## src/design/binary_erosion_cross_3x3_macros.svh

```systemverilog
`ifndef BINARY_EROSION_CROSS_3X3_MACROS_SVH
`define BINARY_EROSION_CROSS_3X3_MACROS_SVH

// same-cycle implication
`define BEC_ASSERT_IMPL(label, clk, rst_n, ante, cons) \
  label: assert property (@(posedge clk) disable iff (!rst_n) (ante) |-> (cons)) \
    else $error("bec: same-cycle check failed");

// next-cycle implication
`define BEC_ASSERT_NEXT(label, clk, rst_n, ante, cons) \
  label: assert property (@(posedge clk) disable iff (!rst_n) (ante) |=> (cons)) \
    else $error("bec: next-cycle check failed");

`endif

```

## src/design/bec_pkg.sv

```systemverilog
package bec_pkg;

  localparam int CFG_W          = 11;
  localparam int PIX_W          = 8;
  localparam int OUT_POS_W      = 10;
  localparam int CFG_IDX_W      = 1;
  localparam int MIN_DIM        = 3;
  localparam int MAX_WIDTH_DEF  = 1024;
  localparam int MAX_HEIGHT_DEF = 1024;

  localparam logic [CFG_W-1:0] IMAGE_WIDTH_RST  = 11'd950;
  localparam logic [CFG_W-1:0] IMAGE_HEIGHT_RST = 11'd950;

  typedef enum logic [CFG_IDX_W-1:0] {
    REG_IMAGE_WIDTH  = 1'b0,
    REG_IMAGE_HEIGHT = 1'b1
  } cfg_reg_e;

  // control of one window cell
  typedef struct packed {
    logic shift;  // advance the window by one column
    logic load;   // show the direct value instead of the stored one
  } cell_ctrl_t;

endpackage

```

## src/design/bec_cell.sv

```systemverilog
module bec_cell (
  input  logic                clk_i,
  input  logic                rst_ni,
  input  bec_pkg::cell_ctrl_t ctrl_i,
  input  logic                load_bit_i,
  input  logic                shift_in_i,
  output logic                bit_o
);

  logic bit_q;

  always_ff @(posedge clk_i or negedge rst_ni) begin
    if (!rst_ni) begin
      bit_q <= 1'b0;
    end else if (ctrl_i.shift) begin
      bit_q <= shift_in_i;
    end
  end

  assign bit_o = ctrl_i.load ? load_bit_i : bit_q;

endmodule

```

## src/design/bec_line_store.sv

```systemverilog
module bec_line_store #(
  parameter int MAX_WIDTH = bec_pkg::MAX_WIDTH_DEF
) (
  input  logic                         clk_i,
  input  logic                         rd_en_i,
  input  logic [$clog2(MAX_WIDTH)-1:0] rd_col_i,
  input  logic                         cur_i,
  input  logic                         wr_en_i,
  input  logic [$clog2(MAX_WIDTH)-1:0] wr_col_i,
  input  logic                         wr_bit_i,
  output logic                         mid_o,
  output logic                         right_o,
  output logic                         up_o
);

  localparam int CW = $clog2(MAX_WIDTH);

  logic          newer_mem [MAX_WIDTH];
  logic          older_mem [MAX_WIDTH];
  logic          mid_q;
  logic          right_q;
  logic          up_q;
  logic [CW-1:0] right_col;

  // the column after the last one never reaches the result (border), park it at 0
  assign right_col = (rd_col_i == CW'(MAX_WIDTH - 1)) ? '0 : rd_col_i + CW'(1);

  // row r-1: read old contents, then overwrite with the current row
  always_ff @(posedge clk_i) begin
    if (rd_en_i) begin
      mid_q              <= newer_mem[rd_col_i];
      right_q            <= newer_mem[right_col];
      newer_mem[rd_col_i] <= cur_i;
    end
  end

  // row r-2
  always_ff @(posedge clk_i) begin
    if (rd_en_i) begin
      up_q <= older_mem[rd_col_i];
    end
    if (wr_en_i) begin
      older_mem[wr_col_i] <= wr_bit_i;
    end
  end

  assign mid_o   = mid_q;
  assign right_o = right_q;
  assign up_o    = up_q;

endmodule

```

## src/design/binary_erosion_cross_3x3.sv

```systemverilog
// Binary 3x3 cross erosion on a raster pixel stream. One pixel is accepted per clock while the
// window stage is not held by the output; pixel (r,c) produces the result for (r-1,c), the first
// row produces nothing and every pixel of the last row produces a second, zero result for
// itself, so on the last row the single output port slows the input. With the output register
// free, the first result of a pixel is loaded into it in the cycle after the pixel is accepted,
// and the second result follows it. The two previous rows live in two MAX_WIDTH x 1 line
// stores that are not cleared after reset; the centre row is walked through a chain of two
// window cells. image_width and image_height are clamped to 3..MAX and may only be written
// while no transaction is in flight.
`include "binary_erosion_cross_3x3_macros.svh"

module binary_erosion_cross_3x3 #(
  parameter int MAX_WIDTH  = bec_pkg::MAX_WIDTH_DEF,
  parameter int MAX_HEIGHT = bec_pkg::MAX_HEIGHT_DEF
) (
  input  logic                            clk_i,
  input  logic                            rst_ni,
  input  logic                            cfg_valid_i,
  output logic                            cfg_ready_o,
  input  logic [bec_pkg::CFG_IDX_W-1:0]   cfg_index_i,
  input  logic [bec_pkg::CFG_W-1:0]       cfg_data_i,
  input  logic                            in_valid_i,
  output logic                            in_ready_o,
  input  logic [bec_pkg::PIX_W-1:0]       pixel_value_i,
  output logic                            out_valid_o,
  input  logic                            out_ready_i,
  output logic                            eroded_pixel_o,
  output logic [bec_pkg::OUT_POS_W-1:0]   out_row_o,
  output logic [bec_pkg::OUT_POS_W-1:0]   out_col_o,
  output logic                            run_last_o,
  output logic                            image_end_o
);

  localparam int CW   = $clog2(MAX_WIDTH);
  localparam int RW   = $clog2(MAX_HEIGHT);
  localparam int WDW  = $clog2(MAX_WIDTH + 1);
  localparam int HDW  = $clog2(MAX_HEIGHT + 1);
  localparam int OPW  = bec_pkg::OUT_POS_W;
  localparam int CFGW = bec_pkg::CFG_W;

  // configuration
  logic [CFGW-1:0] img_w_q;
  logic [CFGW-1:0] img_h_q;
  logic [WDW-1:0]  w_eff;
  logic [HDW-1:0]  h_eff;

  assign cfg_ready_o = 1'b1;

  always_ff @(posedge clk_i or negedge rst_ni) begin
    if (!rst_ni) begin
      img_w_q <= bec_pkg::IMAGE_WIDTH_RST;
      img_h_q <= bec_pkg::IMAGE_HEIGHT_RST;
    end else if (cfg_valid_i && cfg_ready_o) begin
      case (bec_pkg::cfg_reg_e'(cfg_index_i))
        bec_pkg::REG_IMAGE_WIDTH:  img_w_q <= cfg_data_i;
        bec_pkg::REG_IMAGE_HEIGHT: img_h_q <= cfg_data_i;
        default: ;
      endcase
    end
  end

  always_comb begin
    if (32'(img_w_q) < bec_pkg::MIN_DIM) begin
      w_eff = WDW'(bec_pkg::MIN_DIM);
    end else if (32'(img_w_q) > MAX_WIDTH) begin
      w_eff = WDW'(MAX_WIDTH);
    end else begin
      w_eff = WDW'(img_w_q);
    end
    if (32'(img_h_q) < bec_pkg::MIN_DIM) begin
      h_eff = HDW'(bec_pkg::MIN_DIM);
    end else if (32'(img_h_q) > MAX_HEIGHT) begin
      h_eff = HDW'(MAX_HEIGHT);
    end else begin
      h_eff = HDW'(img_h_q);
    end
  end

  // position counters and per-pixel flags
  logic [CW-1:0] col_q, col_d;
  logic [RW-1:0] row_q, row_d;
  logic          in_acc;
  logic          cur_in;
  logic          last_col_in;
  logic          last_row_in;
  logic          border_in;
  logic          has_up_in;

  assign in_acc      = in_valid_i && in_ready_o;
  assign cur_in      = pixel_value_i != '0;
  assign last_col_in = (WDW'(col_q) + WDW'(1)) >= w_eff;
  assign last_row_in = (HDW'(row_q) + HDW'(1)) >= h_eff;
  assign has_up_in   = row_q != '0;
  // result row r-1 on the top or bottom border, or column on the left or right border
  assign border_in   = (row_q == RW'(1)) || (HDW'(row_q) >= h_eff) ||
                       (col_q == '0) || last_col_in;

  always_comb begin
    col_d = col_q;
    row_d = row_q;
    if (in_acc) begin
      if (last_col_in) begin
        col_d = '0;
        row_d = last_row_in ? '0 : row_q + RW'(1);
      end else begin
        col_d = col_q + CW'(1);
      end
    end
  end

  always_ff @(posedge clk_i or negedge rst_ni) begin
    if (!rst_ni) begin
      col_q <= '0;
      row_q <= '0;
    end else begin
      col_q <= col_d;
      row_q <= row_d;
    end
  end

  // window stage
  logic          s1_valid_q;
  logic          s1_phase_q;
  logic          s1_cur_q;
  logic [CW-1:0] s1_col_q;
  logic [RW-1:0] s1_row_q;
  logic          s1_has_up_q;
  logic          s1_last_row_q;
  logic          s1_last_col_q;
  logic          s1_border_q;
  logic          s1_has_res;
  logic          s1_second;
  logic          s1_final;
  logic          out_free;
  logic          emit;
  logic          consume;

  logic          out_valid_q;

  assign s1_has_res = s1_has_up_q || s1_last_row_q;
  assign s1_second  = s1_phase_q || !s1_has_up_q;
  assign s1_final   = s1_second || !s1_last_row_q;
  assign out_free   = !out_valid_q || out_ready_i;
  assign emit       = s1_valid_q && s1_has_res && out_free;
  assign consume    = s1_valid_q && (!s1_has_res || (emit && s1_final));
  assign in_ready_o = !s1_valid_q || consume;

  always_ff @(posedge clk_i or negedge rst_ni) begin
    if (!rst_ni) begin
      s1_valid_q <= 1'b0;
      s1_phase_q <= 1'b0;
    end else begin
      if (in_acc) begin
        s1_valid_q <= 1'b1;
      end else if (consume) begin
        s1_valid_q <= 1'b0;
      end
      if (consume) begin
        s1_phase_q <= 1'b0;
      end else if (emit) begin
        s1_phase_q <= 1'b1;
      end
    end
  end

  always_ff @(posedge clk_i) begin
    if (in_acc) begin
      s1_cur_q      <= cur_in;
      s1_col_q      <= col_q;
      s1_row_q      <= row_q;
      s1_has_up_q   <= has_up_in;
      s1_last_row_q <= last_row_in;
      s1_last_col_q <= last_col_in;
      s1_border_q   <= border_in;
    end
  end

  // line stores and window chain (row r-1: left, centre, right)
  logic                mid_rd;
  logic                right_rd;
  logic                up_rd;
  logic                mid;
  logic                left;
  bec_pkg::cell_ctrl_t centre_ctrl;
  bec_pkg::cell_ctrl_t left_ctrl;

  bec_line_store #(
    .MAX_WIDTH (MAX_WIDTH)
  ) u_line_store (
    .clk_i    (clk_i),
    .rd_en_i  (in_acc),
    .rd_col_i (col_q),
    .cur_i    (cur_in),
    .wr_en_i  (consume),
    .wr_col_i (s1_col_q),
    .wr_bit_i (mid),
    .mid_o    (mid_rd),
    .right_o  (right_rd),
    .up_o     (up_rd)
  );

  // at the start of a row the centre comes straight from the store
  assign centre_ctrl = '{shift: consume, load: (s1_col_q == '0)};
  assign left_ctrl   = '{shift: consume, load: 1'b0};

  bec_cell u_cell_centre (
    .clk_i      (clk_i),
    .rst_ni     (rst_ni),
    .ctrl_i     (centre_ctrl),
    .load_bit_i (mid_rd),
    .shift_in_i (right_rd),
    .bit_o      (mid)
  );

  bec_cell u_cell_left (
    .clk_i      (clk_i),
    .rst_ni     (rst_ni),
    .ctrl_i     (left_ctrl),
    .load_bit_i (1'b0),
    .shift_in_i (mid),
    .bit_o      (left)
  );

  // result selection
  logic           val;
  logic           res_pixel;
  logic [RW-1:0]  res_row;
  logic           res_last;
  logic           res_end;
  logic           eroded_q;
  logic [OPW-1:0] out_row_q;
  logic [OPW-1:0] out_col_q;
  logic           run_last_q;
  logic           image_end_q;

  assign val = !s1_border_q && mid && up_rd && s1_cur_q && left && right_rd;

  always_comb begin
    if (!s1_second) begin
      res_pixel = val;
      res_row   = s1_row_q - RW'(1);
      res_last  = !s1_last_row_q;
      res_end   = 1'b0;
    end else begin
      // own result of a last-row pixel, always on the border
      res_pixel = 1'b0;
      res_row   = s1_row_q;
      res_last  = 1'b1;
      res_end   = s1_last_col_q;
    end
  end

  always_ff @(posedge clk_i or negedge rst_ni) begin
    if (!rst_ni) begin
      out_valid_q <= 1'b0;
    end else if (emit) begin
      out_valid_q <= 1'b1;
    end else if (out_ready_i) begin
      out_valid_q <= 1'b0;
    end
  end

  always_ff @(posedge clk_i) begin
    if (emit) begin
      eroded_q    <= res_pixel;
      out_row_q   <= OPW'(res_row);
      out_col_q   <= OPW'(s1_col_q);
      run_last_q  <= res_last;
      image_end_q <= res_end;
    end
  end

  assign out_valid_o    = out_valid_q;
  assign eroded_pixel_o = eroded_q;
  assign out_row_o      = out_row_q;
  assign out_col_o      = out_col_q;
  assign run_last_o     = run_last_q;
  assign image_end_o    = image_end_q;

  `BEC_ASSERT_IMPL(a_end_on_last, clk_i, rst_ni, out_valid_o && image_end_o, run_last_o)
  `BEC_ASSERT_IMPL(a_col0_border, clk_i, rst_ni, out_valid_o && (out_col_o == '0), !eroded_pixel_o)
  `BEC_ASSERT_NEXT(a_second_result, clk_i, rst_ni, emit && !s1_final, s1_valid_q && s1_phase_q)
  `BEC_ASSERT_NEXT(a_col_step, clk_i, rst_ni, in_acc && !last_col_in, col_q == $past(col_q) + CW'(1))

endmodule
```

## config.mk

```make
export PLATFORM = sky130hd
export DESIGN_NAME = binary_erosion_cross_3x3
export DESIGN_NICKNAME = d
export VERILOG_FILES = /design/src/design/bec_pkg.sv /design/src/design/bec_cell.sv /design/src/design/bec_line_store.sv /design/src/design/binary_erosion_cross_3x3.sv
export VERILOG_INCLUDE_DIRS = /design/src /design/src/design
export SDC_FILE = /design/constraint.sdc
export NUM_CORES = 2
export LEC_CHECK = 0
export ABC_CLOCK_PERIOD_IN_PS = 46700
export BUFFER_PORTS_ARGS = -buffer_cell sky130_fd_sc_hd__buf_2
export CORE_MARGIN = 10
export CORE_UTILIZATION = 49
export DETAILED_ROUTE_END_ITERATION = 10
export PLACE_DENSITY_LB_ADDON = 0.05
export SYNTH_ARGS = -nofsm -noshare
export SYNTH_HDL_FRONTEND = slang
export SYNTH_HIERARCHICAL = 1
export SYNTH_SLANG_ARGS = --single-unit
```

## constraint.sdc

```tcl
create_clock -name clk_i -period 46.7 [get_ports clk_i]
set_input_delay 4.67 -clock clk_i [delete_from_list [all_inputs] [get_ports clk_i]]
set_output_delay 4.67 -clock clk_i [all_outputs]
set_load 0.01 [all_outputs]
```

# --- Word-level counts from Yosys, hierarchy flattened ---
# Memory sizes are Yosys's and may differ from the RTL's. A register that Yosys moved wholly into a read port is not among the register bits.
# Cells that the tools add are included.
word_totals:
  register_bits: 95
  ram_bits: 2048
  in_bits: 25
  output_inout_bits: 26
  elab_cells: 92
  mem_count: 2
op_classes:
  n_addsub: 5
  magnitude_cmp: 7
  n_eq_ne: 2
  n_mux: 19
  n_bitwise: 1
  n_reduce_logical: 35
mem_list:
  columns: ["name", "words", "width", "read_ports", "rd_ports_with_merged_regs", "wr", "line", "text"]
  rows:
  - ["u_line_store.newer_mem", 1024, 1, 2, 2, 1, "bec_line_store.sv:18", "logic newer_mem [MAX_WIDTH];"]
  - ["u_line_store.older_mem", 1024, 1, 1, 1, 1, "bec_line_store.sv:19", "logic older_mem [MAX_WIDTH];"]
op_table:
  columns: ["operator", "n"]
  rows:
  - ["two-way mux 11 bit", 4]
  - ["two-way mux 10 bit", 4]
  - ["adder 10 x 1 -> 11 bit, second input constant", 2]
  - ["greater-or-equal comparator 11 bit", 2]
  - ["> comparator 11 bit, second input constant", 2]
  - ["< comparator 11 x 2 -> 1 bit, second input constant", 2]
  - ["adder 10 x 1 -> 10 bit, second input constant", 2]
  - ["zero test 10 bit", 2]
  - ["greater-or-equal comparator 10 x 11 -> 1 bit", 1]
  - ["two-way mux 1 bit", 11]
  - ["equality test 10 x 1 -> 1 bit, second input constant", 1]
  - ["equality test 10 bit, second input constant", 1]
  - ["logical AND 1 bit", 10]
  - ["nonzero test 10 bit", 1]
  - ["subtractor 10 x 1 -> 10 bit, second input constant", 1]
  - ["logical OR 1 bit", 9]
  - ["nonzero test 8 bit", 1]
  - ["zero test 1 bit", 6]
  - ["AND reduction 2 bit", 3]
  - ["nonzero test 2 bit", 3]
  - ["inverter 1 bit", 1]

# --- Depth between registers and ports, before layout ---
logic_depth:
  depth_word: 10
  mapped_depth: 19
  ltp_nobuf: 13

# --- By module ---
# The synthesis kept the hierarchy.
by_module_without_submodules:
  columns: ["mod", "instances", "cells_per_inst", "area_per_inst_um2", "seq_area_each_um2"]
  rows:
  - ["bec_line_store", 1, 7298, 97202.0, 61589.1]
  - ["binary_erosion_cross_3x3", 1, 418, 4787.1, 2585.0]
  - ["bec_cell", 2, 3, 51.3, 25.0]

# --- Least setup slack after synthesis ---
# OpenSTA, ideal clock, no wires.
synth_timing:
  kind: "input port to flip-flop"
  start: "in pixel_value_i[4] in the netlist's numbering"
  end: "reg s1_cur_q, data pin"
  setup_time_ns: 2.705
  arrival_time_ns: 16.722
  required_time_ns: 43.995
  setup_slack_ns: 27.274
  path_stages: 2
  path_buffers: 0
  path_cell_list: "nor4_1 nand2_1"
synth_via:
  elab_chain_cells: 1
synth_rtl:
  columns: ["element", "line", "text"]
  rows:
  - ["start: declaration", "binary_erosion_cross_3x3.sv:24", "input logic [bec_pkg::PIX_W-1:0] pixel_value_i,"]
  - ["nonzero test 8 bit", "binary_erosion_cross_3x3.sv:90", "assign cur_in = pixel_value_i != '0;"]
  - ["named net cur_in", "binary_erosion_cross_3x3.sv:83", "logic cur_in;"]
  - ["end signal: assignment", "binary_erosion_cross_3x3.sv:168", "s1_cur_q <= cur_in;"]
  - ["end: declaration", "binary_erosion_cross_3x3.sv:124", "logic s1_cur_q;"]
# The timed path passes the listed nets, and every way through them passes these cells.
# A chain may end at the register's enable or synchronous reset.

# --- Worst setup path after layout ---
layout_timing:
  start: "in out_ready_i"
  end: "out in_ready_o"
layout_via:
  elab_chain_cells: 6
layout_rtl:
  columns: ["element", "line", "text"]
  rows:
  - ["start: declaration", "binary_erosion_cross_3x3.sv:26", "input logic out_ready_i,"]
  - ["logical OR 1 bit", "binary_erosion_cross_3x3.sv:143", "assign out_free = !out_valid_q || out_ready_i;"]
  - ["logical AND 1 bit", "binary_erosion_cross_3x3.sv:144", "assign emit = s1_valid_q && s1_has_res && out_free;"]
  - ["logical AND 1 bit", "binary_erosion_cross_3x3.sv:145", "assign consume = s1_valid_q && (!s1_has_res || (emit && s1_final));"]
  - ["logical OR 1 bit", "binary_erosion_cross_3x3.sv:145", null]
  - ["logical AND 1 bit", "binary_erosion_cross_3x3.sv:145", null]
  - ["logical OR 1 bit", "binary_erosion_cross_3x3.sv:146", "assign in_ready_o = !s1_valid_q || consume;"]
  - ["end: declaration", "binary_erosion_cross_3x3.sv:23", "output logic in_ready_o,"]
# Every way passes these cells.

==> run_summary.xml <==
<?xml version="1.0" encoding="UTF-8"?>
<metrics>
  <group name="pwr">
    <metric name="seqPwrFrac" unit="%">38.1</metric>
    <metric name="p_leak" unit="nW">35.3</metric>
    <metric name="clkPwrFrac" unit="%">28.6</metric>
    <metric name="p_int" unit="mW">3.81</metric>
    <metric name="power.ir.vdd_worst" unit="µV">63.8</metric>
    <metric name="power.density_cell_area" unit="nW/µm²">54.1</metric>
    <metric name="sw_frac_of_total" unit="%">37.0</metric>
    <metric name="combPwrFrac" unit="%">33.3</metric>
    <metric name="net-switching-power" unit="mW">2.23</metric>
    <metric name="power" unit="mW">6.04</metric>
  </group>
  <group name="synth">
    <metric name="postSynthRegisterBits" unit="">2146</metric>
    <metric name="synth.largest_area_cell" unit="">edfxtp_1</metric>
    <metric name="synth-edff-count" unit="">2099</metric>
    <metric name="synthDistinctLibCells" unit="">96</metric>
    <metric name="syn-instance-count" unit="">7722</metric>
    <metric name="post_synth_top_area_share" unit="%">61.7</metric>
    <metric name="synth.yosys.seq_area_share" unit="%">62.9</metric>
    <metric name="post_synth_most_frequent_cells" unit="">nor2_1 (2,161), edfxtp_1 (2,099), mux4_2 (564)</metric>
    <metric name="synth_top_flop_cell" unit="">edfxtp_1</metric>
    <metric name="mean_cell_area_of_the_mapped_netlist" unit="µm²">13.2</metric>
    <metric name="ys_async_sr_fraction" unit="%">2.19</metric>
    <metric name="synth.area.top_cells" unit="">edfxtp_1 (62%), mux4_2 (12%), nor2_1 (7.9%)</metric>
    <metric name="yosysMostFrequentCell" unit="">nor2_1</metric>
    <metric name="synth_area" unit="µm²">102000</metric>
    <metric name="yosysWarningCount" unit="">6</metric>
  </group>
  <group name="cts">
    <metric name="clock_path_buffers" unit="">3</metric>
    <metric name="cts_repair_resize_count" unit="">0</metric>
    <metric name="hold_buffers" unit="">0</metric>
    <metric name="ctsHtreeMaxLevel" unit="">4</metric>
    <metric name="cts_tree" unit="">yes</metric>
    <metric name="clkTransAtPathRegs" unit="ps">60</metric>
    <metric name="tritoncts.num_buffers" unit="">227</metric>
    <metric name="cts_num_sinks" unit="">2146</metric>
    <metric name="worstSkewPairLatency" unit="ps">890</metric>
    <metric name="cts_setup_buffers" unit="">0</metric>
    <metric name="clock_tree.root_cell" unit="">clkbuf_16</metric>
  </group>
  <group name="timing">
    <metric name="worst_pin_slew" unit="ps">1480</metric>
    <metric name="timing.max_slew.rel_slack" unit="%">0.849</metric>
    <metric name="timing.final.setup_violations" unit="">0</metric>
    <metric name="finalCriticalPeriod" unit="ps">10170</metric>
    <metric name="max_freq" unit="MHz">98.3</metric>
    <metric name="report.final.slew_viol_count" unit="">0</metric>
    <metric name="grt_setup_unrepaired" unit="">false</metric>
    <metric name="clock-skew-final" unit="ps">29.3</metric>
    <metric name="finalSetupTns" unit="ps">0</metric>
    <metric name="final_hold_viol_count" unit="">0</metric>
    <metric name="post-route-period-util" unit="%">21.8</metric>
  </group>
  <group name="worst_hold_path">
    <metric name="hold_path_depth" unit="">1</metric>
    <metric name="holdCritPathClass" unit="">reg2reg</metric>
  </group>
  <group name="placed_design">
    <metric name="place_hpwl" unit="mm">189</metric>
    <metric name="portBuffers" unit="">49</metric>
    <metric name="gp_congestion" unit="">0.868</metric>
  </group>
  <group name="critical_path">
    <metric name="critical_path_peak_fanout" unit="">4</metric>
    <metric name="kind_of_end_point_of_the_critical_path" unit="">output pin</metric>
    <metric name="timing.reg2reg.setup_slack" unit="ps">38760</metric>
    <metric name="worstRegToRegCells" unit="">13</metric>
    <metric name="worst_ep_required_time" unit="ps">42030</metric>
    <metric name="cp.arrival" unit="ps">5500</metric>
    <metric name="timing_worst_setup_path_type" unit="">in2out</metric>
    <metric name="worstSetupStartpointType" unit="">input port</metric>
  </group>
  <group name="die">
    <metric name="fp.dieH" unit="µm">476</metric>
    <metric name="starting_utilization_of_the_core_area" unit="%">49.3</metric>
    <metric name="ioPinCount" unit="">51</metric>
    <metric name="core-area" unit="µm²">207000</metric>
    <metric name="die_width" unit="µm">476</metric>
    <metric name="std_cell_rows" unit="">167</metric>
    <metric name="die_area" unit="µm²">227000</metric>
  </group>
  <group name="global_route">
    <metric name="global_route.usage.met3" unit="%">5.50</metric>
    <metric name="maximum_number_of_pins_on_one_net_before_global_route_repair" unit="">265</metric>
    <metric name="grt_peak_use_layer" unit="">met2</metric>
    <metric name="wire_length_of_the_first_global_routing_pass" unit="mm">498</metric>
    <metric name="grt.met1_usage" unit="%">38.7</metric>
    <metric name="grt_pass1_vias" unit="">67525</metric>
    <metric name="met2_usage" unit="%">49.4</metric>
    <metric name="grt.total_usage" unit="%">30.1</metric>
    <metric name="grt_overflow" unit="">0</metric>
    <metric name="grt_antenna_before_repair" unit="">6</metric>
  </group>
  <group name="outcome">
    <metric name="violations" unit="">max-capacitance violations</metric>
    <metric name="status" unit="">finished with violations</metric>
  </group>
  <group name="cells_and_area">
    <metric name="area_taken_by_multi_input_logic_gates" unit="µm²">34900</metric>
    <metric name="regArea" unit="µm²">64200</metric>
    <metric name="final_util" unit="%">53.9</metric>
    <metric name="flow.area_growth_from_synthesis" unit="%">9.35</metric>
    <metric name="fillers" unit="">17610</metric>
    <metric name="drive_gt1_share" unit="%">17.3</metric>
    <metric name="nets" unit="">7510</metric>
  </group>
  <group name="drt">
    <metric name="detail_route.wl_per_cell" unit="µm">33.9</metric>
    <metric name="detail_route.first_pass.iterations" unit="">8</metric>
    <metric name="drc" unit="">0</metric>
    <metric name="wirelength" unit="mm">354</metric>
    <metric name="drtIter0Drc" unit="">9439</metric>
    <metric name="vias_per_cell" unit="">6.66</metric>
    <metric name="via_count" unit="">69416</metric>
    <metric name="detail-route-antenna-nets" unit="">0</metric>
  </group>
  <group name="run">
    <metric name="maxCapViolCount" unit="">1</metric>
  </group>
</metrics>
==> cells by family (layout without fill, tap and decap cells) <==
group | after synthesis | count (layout) | share of synthesized area, %
fa+ha+maj | 42 | 42 | 0.515
simple gates | 3031 | 3031 | 12.0
flops | 2146 | 2146 | 62.9
buf+inv | 799 | 707 | 3.46
xor+xnor | 37 | 37 | 0.347
mux | 772 | 772 | 14.5
compound gates | 893 | 893 | 6.20
other cells | 2 | 8 | 0.00736
==> sequential cells by signal, indices dropped and copies added (netlist names), 10 cells and up <==
signal / flops
s1_col_q: 10
out_col_o: 10
img_w_q: 11
out_row_o: 10
u_line_store/newer_mem: 1024
img_h_q: 11
col_q: 10
row_q: 10
s1_row_q: 10
u_line_store/older_mem: 1024
==> critical path, cell delays in order <==
cell	delay [ps]
buf_2	100
nand2b_1	190
nand2_1	90
a22o_1	190
nand2_1	100
buf_2	150
==> power by group through the flow <==
stage | registers (mW) | clock network, mW | logic, mW
final | 2.30 | 1.73 | 2.02
after detailed placement | 2.34 | 0 | 1.97
after CTS | 2.30 | 1.75 | 1.98
after floorplan | 2.47 | 0 | 1.22
after global placement | 2.34 | 0 | 1.96
after global routing | 2.30 | 1.82 | 2.07
==> cells in the final DEF (no fill, tap or decap), drive strengths merged, types with 29 or more instances in the layout <==
| cell | n |
|---|---|
| edfxtp | 2099 |
| nand4 | 72 |
| a22o | 39 |
| o221ai | 38 |
| dfrtp | 33 |
| o211ai | 52 |
| mux4 | 564 |
| clkbuf | 288 |
| ha | 42 |
| a221oi | 52 |
| nand3 | 96 |
| nor2 | 2163 |
| o21ai | 116 |
| buf | 263 |
| nand2 | 466 |
| mux2 | 43 |
| a22oi | 189 |
| o22ai | 53 |
| a21oi | 151 |
| nor3 | 82 |
| clkinv | 108 |
| mux2i | 165 |
| nor4 | 33 |
| a211oi | 29 |
| inv | 33 |
| a31oi | 42 |
==> area by class of cell <==
cell class	instances	area share (%)
inverters	26	0.0885
flip-flops and latches	2146	57.5
multi-input cells	4778	31.3
repair buffers	264	1.76
well taps	2788	3.12
clock inverters	130	0.885
diodes	5	0.0112
clock buffers	287	5.33
==> path summary, 6_finish.rpt <==
path,start,to
max,out_ready_i,in_ready_o
min,u_cell_left/bit_q$_DFFE_PN0P_,u_cell_left/bit_q$_DFFE_PN0P_
max reg2reg,col_q[0]$_DFFE_PN0P_,u_line_store/right_o$_DFFE_PP_
min reg2reg,u_cell_left/bit_q$_DFFE_PN0P_,u_cell_left/bit_q$_DFFE_PN0P_
max in group asynchronous,rst_ni,col_q[5]$_DFFE_PN0P_
min in group asynchronous,rst_ni,s1_valid_q$_DFFE_PN0P_
==> metrics by stage <==
step,cell area [µm²],cells,setup WS (ps),hold slack [ps]
global placement,105000,10001,36410,494
global route,112000,10421,36480,540
CTS,112000,10418,36530,514
finish,112000,10424,36530,515
floorplan,102000,7723,27270,439
detailed placement,105000,10001,36530,501
==> routing by layer <==
layer / vias to the layer above / share of wire [%]
met2: 3813 / 48
li1: 28364 / -
met3: 936 / 8.9
met5: - / 0.0037
met4: 2 / 5.8
met1: 36301 / 37
(Power assumes the default switching activity.)
